**src/design/jgec_pkg.sv**
```systemverilog
package jgec_pkg;

  localparam int unsigned MaxItems  = 1024;
  localparam int unsigned JumpBits  = 11;
  localparam int unsigned IdxW      = $clog2(MaxItems);
  localparam int unsigned CntW      = IdxW + 1;
  localparam int unsigned CountBits = 11;

  typedef enum logic [3:0] {
    StLoad,
    StInit,
    StJoinRd,
    StJoinFind,
    StJoinLink,
    StMarkRd,
    StMarkFind,
    StSumRd,
    StSumChk,
    StOut
  } state_e;

  // Controller to datapath.
  typedef struct packed {
    logic load;
    logic clr_list;
    logic rst_idx;
    logic inc_idx;
    logic init_wr;
    logic join_rd;
    logic find_start;
    logic link;
    logic mark;
    logic sum_chk;
    logic clr_total;
  } cmd_t;

  // Datapath to controller.
  typedef struct packed {
    logic idx_last;
    logic target_in;
    logic find_done;
    logic same_root;
  } sts_t;

endpackage

```
**src/design/jgec_ctrl.sv**
```systemverilog
module jgec_ctrl import jgec_pkg::*; (
  input  logic   clk_i,
  input  logic   rst_ni,
  input  logic   in_fire_i,
  input  logic   in_last_i,
  input  logic   out_fire_i,
  input  sts_t   sts_i,
  output cmd_t   cmd_o,
  output logic   in_ready_o,
  output logic   out_valid_o
);

  state_e state_q, state_d;
  logic   second_q, second_d;

  // Hold state.
  always_ff @(posedge clk_i or negedge rst_ni) begin
    if (!rst_ni) begin
      state_q  <= StLoad;
      second_q <= 1'b0;
    end else begin
      state_q  <= state_d;
      second_q <= second_d;
    end
  end

  // Sequence the load, the passes (init, join, mark, sum) and the output.
  always_comb begin
    state_d     = state_q;
    second_d    = second_q;
    cmd_o       = '0;
    in_ready_o  = 1'b0;
    out_valid_o = 1'b0;
    case (state_q)
      StLoad: begin
        in_ready_o = 1'b1;
        if (in_fire_i) begin
          cmd_o.load = 1'b1;
          if (in_last_i) begin
            cmd_o.rst_idx = 1'b1;
            state_d       = StInit;
          end
        end
      end
      StInit: begin
        cmd_o.init_wr = 1'b1;
        cmd_o.inc_idx = !sts_i.idx_last;
        cmd_o.rst_idx = sts_i.idx_last;
        if (sts_i.idx_last) state_d = StJoinRd;
      end
      StJoinRd: begin
        cmd_o.join_rd = 1'b1;
        state_d       = StJoinFind;
        second_d      = 1'b0;
      end
      StJoinFind: begin
        if (!sts_i.target_in) begin
          cmd_o.inc_idx = !sts_i.idx_last;
          cmd_o.rst_idx = sts_i.idx_last;
          state_d       = sts_i.idx_last ? StMarkRd : StJoinRd;
        end else if (!second_q) begin
          cmd_o.find_start = 1'b1;
          second_d         = 1'b1;
        end else if (sts_i.find_done) begin
          state_d = StJoinLink;
        end
      end
      StJoinLink: begin
        cmd_o.link    = !sts_i.same_root;
        cmd_o.inc_idx = !sts_i.idx_last;
        cmd_o.rst_idx = sts_i.idx_last;
        state_d       = sts_i.idx_last ? StMarkRd : StJoinRd;
      end
      StMarkRd: begin
        cmd_o.join_rd = 1'b1;
        state_d       = StMarkFind;
        second_d      = 1'b0;
      end
      StMarkFind: begin
        if (sts_i.target_in) begin
          cmd_o.inc_idx = !sts_i.idx_last;
          cmd_o.rst_idx = sts_i.idx_last;
          cmd_o.clr_total = sts_i.idx_last;
          state_d       = sts_i.idx_last ? StSumRd : StMarkRd;
        end else if (!second_q) begin
          cmd_o.find_start = 1'b1;
          second_d         = 1'b1;
        end else if (sts_i.find_done) begin
          cmd_o.mark    = 1'b1;
          cmd_o.inc_idx = !sts_i.idx_last;
          cmd_o.rst_idx = sts_i.idx_last;
          cmd_o.clr_total = sts_i.idx_last;
          state_d       = sts_i.idx_last ? StSumRd : StMarkRd;
        end
      end
      StSumRd: begin
        state_d = StSumChk;
      end
      StSumChk: begin
        cmd_o.sum_chk = 1'b1;
        cmd_o.inc_idx = !sts_i.idx_last;
        state_d       = sts_i.idx_last ? StOut : StSumRd;
      end
      StOut: begin
        out_valid_o = 1'b1;
        if (out_fire_i) begin
          cmd_o.clr_list = 1'b1;
          state_d        = StLoad;
        end
      end
      default: state_d = StLoad;
    endcase
  end

endmodule

```
**config.mk**
```make
export PLATFORM = sky130hd
export DESIGN_NAME = jgec_ctrl
export DESIGN_NICKNAME = d
export VERILOG_FILES = /design/src/design/jgec_pkg.sv /design/src/design/jgec_ctrl.sv
export SDC_FILE = /design/constraint.sdc
export NUM_CORES = 1
export LEC_CHECK = 0
export BUFFER_PORTS_ARGS = -buffer_cell sky130_fd_sc_hd__buf_2
export CORE_AREA = 2 2 39 41
export CTS_CLUSTER_SIZE = 25
export DETAILED_ROUTE_END_ITERATION = 7
export DIE_AREA = 0 0 41 43
export PLACE_DENSITY = 0.74
export SYNTH_ARGS = -nofsm -noshare
export SYNTH_HDL_FRONTEND = slang
export SYNTH_SLANG_ARGS = --single-unit
```
**constraint.sdc**
```tcl
create_clock -name clk_i -period 1.85 [get_ports clk_i]
set_input_delay 0.185 -clock clk_i [delete_from_list [all_inputs] [get_ports clk_i]]
set_output_delay 0.185 -clock clk_i [all_outputs]
set_load 0.01 [all_outputs]
```
* After elaboration in Yosys (flattened, before gate mapping)
Index checks and enable logic that the tools add are counted.
Word-level totals: bits in registers 5, logic and storage cells 77
Cells by class: equal/unequal tests 19, muxes and demuxes 47, reductions and logical operators 9
Operators with widths (number):
- two-way mux 4 bit | 11
- one-hot mux 4 bit (10 select lines) | 1
- two-way mux 1 bit | 25
- == test 4 x 3 -> 1 bit, second input constant | 4
- inequality test 2 bit, second input constant | 6
- inequality test 3 bit, second input constant | 4
- two-way mux 2 bit | 5
- == test 4 x 2 -> 1 bit, second input constant | 2
- == test 4 bit, second input constant | 2
- AND reduction 8 bit | 1
- one-hot mux 1 bit (3 select lines) | 2
- == test 4 x 1 -> 1 bit, second input constant | 1
- zero test 4 bit | 1
- one-hot mux 1 bit (4 select lines) | 1
- OR reduction 2 bit | 2
- two-way mux 3 bit | 1
- AND reduction 3 bit | 1
- nonzero test 3 bit | 1
- OR reduction 3 bit | 1
- zero test 1 bit | 2
- one-hot mux 1 bit (2 select lines) | 1

* Longest topological paths before layout
Gate-level depths: netlist of the first run.
depth after elaboration 5, gate-level depth with buffers 5, gate-level depth less buffers 4

* Worst setup path before layout of the first run
OpenSTA, ideal clock, no wires.
path kind flip-flop to output port, start register state_q[3], end output cmd_o[8] (netlist bit), data arrival time 1.304 ns, data required time 1.665 ns, path slack 0.361 ns, cell stages (with the launch flop) 6, cell sequence dfrtp_1 > buf_6 > inv_1 > nand3_1 > nor3_1 > a311o_1
RTL lines:
- from (decl) | RTL line jgec_ctrl.sv:13 | state_e state_q, state_d;
- from (signal assigned) | RTL line jgec_ctrl.sv:19 | state_q <= StLoad;
- from (signal assigned) | RTL line jgec_ctrl.sv:22 | state_q <= state_d;
- to (decl) | RTL line jgec_ctrl.sv:8 | output cmd_t cmd_o,

==> results.cfg, run 1 <==
[run_status]
run_status = finished clean

[sta]
finalSetupViolations = 0
timing_max_transition_violations_final = 0
worstMarginPinSlew_ns = 0.2884
finalWorstSetupSlack_ns = 0.08737
rsz_0062_raised_after_global_routing = false
setup-tns-final_ns = 0
hold_viol = 0
final.period_utilization = 0.9528
fin_skew_ns = 0.0005516
relSlewSlack = 0.8061
fmax_ghz = 0.5673
final_worst_path_period_need_ns = 1.763

[drt]
routed_wirelength_um = 1427
route.detailed.wl_per_inst_um = 12.52
avgViaCountPerCell = 5.649
route.antenna.remaining_nets = 0
drcViolationCount = 0
dr_vias = 644
drt_iter0_drc = 21
drt-pass1-iter-count = 4

[logic_synthesis]
synth.most_common_cell = sky130_fd_sc_hd__nor2_1
synth_top_area_frac = 0.2232
syn-mean-instance-area_sq_um = 7.575
synthesis.nets = 83
async_set_or_reset_register_ratio_after_synthesis = 1.000
part_of_the_yosys_area_used_for_sequential_elements = 0.2232
post_synth_num_cell_types = 34
yosys_warnings = 0
synth_largest_area_cell = sky130_fd_sc_hd__dfrtp_1
netlist_top_cells_count = sky130_fd_sc_hd__nor2_1 (6), sky130_fd_sc_hd__a21oi_1 (5), sky130_fd_sc_hd__dfrtp_1 (5), sky130_fd_sc_hd__inv_1 (5), sky130_fd_sc_hd__nand2_1 (5)
synth_enable_flop_cells = 0
syn-instance-count = 74
syn_area_sq_um = 560.5
ys_dominant_reg_cell = sky130_fd_sc_hd__dfrtp_1
synthTopCellsByArea = sky130_fd_sc_hd__dfrtp_1 (22%), sky130_fd_sc_hd__mux2i_1 (5.4%), sky130_fd_sc_hd__a21oi_1 (4.5%), sky130_fd_sc_hd__buf_6 (4.0%), sky130_fd_sc_hd__nor2_1 (4.0%)
postSynthRegisterBits = 5

[critical_path]
worst_ep_required_time_ns = 1.66
worst_setup_path_start_kind = flop
worst-setup-path-type = reg -> out
crit_chain = or4b_4 -> a21oi_1 -> buf_2
critical_path.max_fanout = 13
timing.critical_path.arrival_ns = 1.58
critPathCaptureType = output pin
cp_slowest_stage_delay_ns = 0.58
timing.critical_path.slowest_stage_cell = sky130_fd_sc_hd__or4b_4

[power_and_ir_drop]
max-vdd-ir-drop_mv = 0.7364
power.density_nw_per_um2 = 1609
power.leakage_uw = 0.0003495

[cells_and_area]
drive_above_1_share = 0.3980
final_net_count = 108
area_growth_syn_to_layout_pct = 27.46
antenna_cells_inserted = 0
finalCoreUtilization = 0.5163

[cts]
clk_pin_slew_worst_paths_ns = 0.04
cts-buffers-inserted = 3
ctsHtreeMaxLevel = 1
clock_insertion_delay_worst_skew_ns = 0.23
numClockSinks = 5
tritoncts = yes
clock_tree.buffer_depth = 2
root_buffer = sky130_fd_sc_hd__clkbuf_4

[floorplanning]
fp.dieH_um = 43
starting_density_of_the_core = 0.4051
die_area_sq_um = 1763
placeableCoreArea_sq_um = 1384
floorplan.rows = 14
design.portCount = 22
chipWidth_um = 41

[worst_hold_path]
hp-class = in -> async

[placement]
pre_cts_slack_ns = 0.2311
hpwl_um = 1096
routabilityCongestion = 0.8555
port_buffers = 21

[grt]
grt_usage = 0.1798
global_route.usage.met3 = 0.02094
grt_pass1_wl_um = 2201
grt_max_degree = 14
gr-max-usage-layer = met1
grt_util_met2 = 0.2500
number_of_global_route_vias_before_repair = 523
antenna_found_initial = 0
global_route.usage.met1 = 0.2623
grt_overflow = 0

[run]
cap_viol_max_count = 0
## where the power goes
part	switching, uW	total, uW	leakage [uW]	internal (uW)
logic	371	712	0.000277	341
clock network	38.8	120	0.0000150	81.2
registers	149	318	0.0000576	169
total	559	1150	0.000350	591
## timing repair
item / CTS / global route
resized for setup: 1 / 4
setup endpoints to repair: 1 / 3
pin swaps: 0 / 0
hold buffers: 1 / 0
buffers inserted: 0 / 0
endpoints found under the hold margin: 5 / 0
## per-stage QoR
step | power (uW) | area [sq um] | instances | hold WS (ns)
2_1_floorplan | 815.2 | 560.5 | 74 | -0.1106
3_3_place_gp | 985.0 | 668.1 | 109 | 0.001312
3_5_place_dp | 1001 | 668.1 | 109 | 0.001866
4_1_cts | 1135 | 705.7 | 114 | 0.2771
5_1_grt | 1257 | 714.4 | 114 | 0.2878
6_report | 1150 | 714.4 | 114 | 0.2896
## worst paths after layout
kind / to / slack (ns) / cells after the start / startpoint
worst max-delay path: cmd_o[7] / 0.09 / 3 / state_q[2]
worst min-delay path: state_q[3] / 0.29 / 2 / rst_ni
worst max register to register: state_q[2] / 0.29 / 5 / state_q[0]
worst min register to register: second_q / 0.56 / 2 / second_q
max in group asynchronous: state_q[1] / 1.42 / 2 / rst_ni
min in group clk_i: state_q[1] / 0.39 / 4 / sts_i[1]
## kinds of logic (layout without fill, tap and decap cells)
family                 Yosys count  after routing  share of synthesized area
muxes                            3              3                    0.05357
AOI/OAI and AO/OA               23             23                     0.2790
buffers and inverters           12             36                     0.1183
and+or+nand+nor                 31             31                     0.3259
DFF                              5              5                     0.2232
## worst max-delay path, delay by kind of cell (launching register included)
| kind | cells | cell delay, ns |
|---|---|---|
| AND/OR/NAND/NOR | 1 | 0.58 |
| flip-flops | 1 | 0.50 |
| buffers and inverters | 1 | 0.14 |
| AO/OA/AOI/OAI | 1 | 0.13 |
## registers in the layout, summed over array words and instances (netlist names)
| name | flops |
|---|---|
| second_q | 1 |
| state_q | 4 |
## metal layers
layer  wire, um  part of all wire  vias up
met5          0                 0        -
met4          0                 0        0
met3         71             0.050        0
met2        668              0.47       20
met1        687              0.48      300
li1           -                 -      324
## cell usage in the layout (no fill, tap or decap), types with 2 or more instances in the layout
| cell | n |
|---|---|
| sky130_fd_sc_hd__a21oi_1 | 5 |
| sky130_fd_sc_hd__nand2_1 | 5 |
| sky130_fd_sc_hd__clkbuf_4 | 3 |
| sky130_fd_sc_hd__o21ai_0 | 3 |
| sky130_fd_sc_hd__mux2i_1 | 3 |
| sky130_fd_sc_hd__nor3_1 | 3 |
| sky130_fd_sc_hd__dfrtp_2 | 4 |
| sky130_fd_sc_hd__inv_1 | 5 |
| sky130_fd_sc_hd__a32o_1 | 2 |
| sky130_fd_sc_hd__nor4_1 | 2 |
| sky130_fd_sc_hd__and2_1 | 2 |
| sky130_fd_sc_hd__inv_2 | 2 |
| sky130_fd_sc_hd__a31oi_1 | 2 |
| sky130_fd_sc_hd__nor2_1 | 6 |
| sky130_fd_sc_hd__buf_4 | 3 |
| sky130_fd_sc_hd__buf_2 | 21 |
| sky130_fd_sc_hd__o21ai_1 | 4 |
| sky130_fd_sc_hd__nand3_1 | 3 |
## area by class of cell
cell class	instances	area [sq um]
flip-flops and latches	5	130.1
well taps	16	20.02
repair buffers	25	137.6
clock buffers	4	26.28
inverters	7	26.28
multi-input cells	57	374.1
fillers	158	669.4
No activity file was read; power rests on OpenSTA's default activity.
==> run 2: changes to the inputs <==
--- a/config.mk
+++ b/config.mk
@@ -11,6 +11,7 @@
 export DETAILED_ROUTE_END_ITERATION = 7
 export DIE_AREA = 0 0 41 43
 export PLACE_DENSITY = 0.74
+export SETUP_SLACK_MARGIN = 0.1
 export SYNTH_ARGS = -nofsm -noshare
 export SYNTH_HDL_FRONTEND = slang
 export SYNTH_SLANG_ARGS = --single-unit
==> run 2 against run 1 <==
Against the previous run: sequential power is 3% lower; global-route usage is 0.51 points higher; count of clock-buffer cells in the layout stayed put; worst setup slack better by 0.015 ns; critical path depth stayed put; final area is 5.6% higher; utilization is 2.9 points higher; maximum frequency is 0.84% higher.
==> results.cfg, run 2 (synthesis gave the netlist of run 1 again) <==
[run_status]
run_status = finished clean

[sta]
fin_skew_ns = 0.00008839
worstMarginPinSlew_ns = 0.2742
relSlewSlack = 0.8155
hold_slack_ns = 0.2907
fmax_ghz = 0.5721
setup-tns-final_ns = 0
rsz_0062_raised_after_global_routing = true
finalWorstSetupSlack_ns = 0.1021
final.period_utilization = 0.9448
timing_max_transition_violations_final = 0
finalSetupViolations = 0
hold_viol = 0
final_worst_path_period_need_ns = 1.748

[critical_path]
crit-reg2reg-launch = state_q[0]
worst_ep_required_time_ns = 1.66
timing.rr.end = state_q[2]
cp_top_family = simple AND/OR/NAND/NOR gates
cp_slowest_stage_delay_ns = 0.58
critical_path.n_buffers_inverters = 1
timing.critical_path.arrival_ns = 1.56
critical_path.max_fanout = 10
crit_chain = or4b_4 -> a21oi_1 -> buf_2
setup.reg_to_reg.worst_slack_ns = 0.34
worst-setup-path-type = reg -> out
worst-r2r-cell-count = 5
cp-startpoint = state_q[2]
critPathCaptureType = output pin
timing.critical_path.slowest_stage_cell = sky130_fd_sc_hd__or4b_4
worst_setup_path_start_kind = flop

[placement]
hpwl_um = 1096
pre_cts_slack_ns = 0.2311
routabilityCongestion = 0.8555
placedInstanceArea_sq_um = 668.1
port_buffers = 21

[grt]
grt_overflow = 0
grt_pass1_wl_um = 2263
grt_usage = 0.1848
grt_max_degree = 14
antenna_found_initial = 0
number_of_global_route_vias_before_repair = 547

[cells_and_area]
finalCoreUtilization = 0.5452
area_growth_syn_to_layout_pct = 34.60
final_design_area_no_fill_sq_um = 754.5
nFillCells = 145
commonest_cells_after_routing_fill_and_taps_aside = sky130_fd_sc_hd__buf_2 (21), sky130_fd_sc_hd__buf_4 (7), sky130_fd_sc_hd__nor2_1 (6)
multi_input_comb_area_sq_um = 379.1
final_net_count = 112
largest_register_ff_count = 4
antenna_cells_inserted = 0
largestRegisters = state_q x4, second_q x1
largest-register = state_q
ff_latch_area_sq_um = 130.1
drive_above_1_share = 0.4314
final_common_cell = sky130_fd_sc_hd__buf_2

[cts]
clk_pin_slew_worst_paths_ns = 0.04
ctsHtreeMaxLevel = 1
cts-buffers-inserted = 3
clock_tree.buffer_depth = 2
clock_insertion_delay_worst_skew_ns = 0.23
root_buffer = sky130_fd_sc_hd__clkbuf_4
tritoncts = yes
numClockSinks = 5

[power_and_ir_drop]
max-vdd-ir-drop_mv = 0.7315
power.leakage_uw = 0.0003717
seqPwrFrac = 0.252
combPwrFrac = 0.650
power_report.internal_total_uw = 635.8
p_switching_uw = 582.6
power.density_nw_per_um2 = 1615
sw_frac_of_total = 0.4782
pwr-share-clk = 0.098

[floorplanning]
die_area_sq_um = 1763
placeableCoreArea_sq_um = 1384
fp.dieH_um = 43
design.portCount = 22
floorplan.rows = 14
starting_density_of_the_core = 0.4051
chipWidth_um = 41

[drt]
drt_iter0_drc = 25
drcViolationCount = 0
drt-pass1-iter-count = 4
avgViaCountPerCell = 5.669
route.antenna.remaining_nets = 0
routed_wirelength_um = 1511
dr_vias = 669
route.detailed.wl_per_inst_um = 12.81

[worst_hold_path]
hp-class = in -> async

[run]
cap_viol_max_count = 0
[run 2: cell type report]
class / instances / share of cell area
multi-input combinational: 57 / 0.5025
clock buffer: 4 / 0.03483
timing repair buffer: 29 / 0.2222
sequential: 5 / 0.1725
inverter: 7 / 0.04146
tap: 16 / 0.02653
[run 2: power groups by stage]
stage	registers (uW)	logic (uW)	clock network (uW)
CTS	295	749	126
global placement	291	694	0
finish	307	792	120
floorplan	214	601	0
detailed placement	302	699	0
global route	317	877	139
[run 2: what timing repair did]
item	4_1_cts	5_1_grt
endpoints found under the hold margin	5	0
setup endpoints to repair	2	4
setup buffers	2	2
hold buffers	1	0
gates resized for setup	4	5
[run 2: worst max-delay path by stage]
stage / end / slack [ns] / cells after the start
finish: cmd_o[7] / 0.10 / 3
global route: cmd_o[8] / 0.05 / 5
CTS: cmd_o[7] / 0.11 / 3
detailed placement: cmd_o[8] / 0.23 / 5
global placement: cmd_o[8] / 0.27 / 5
floorplan: cmd_o[8] / 0.36 / 5
[run 2: layer usage]
layer / part of all wire / routed length, um / track usage
met5: 0 / 0 / 0
met4: 0 / 0 / 0.09333
met3: 0.062 / 93 / 0.02094
met2: 0.48 / 725 / 0.2625
met1: 0.46 / 692 / 0.2656
[run 2: stage by stage]
stage               power, uW  std cells
floorplan               815.2         74
global placement        985.0        109
detailed placement       1001        109
CTS                      1171        116
global route             1333        118
finish                   1218        118
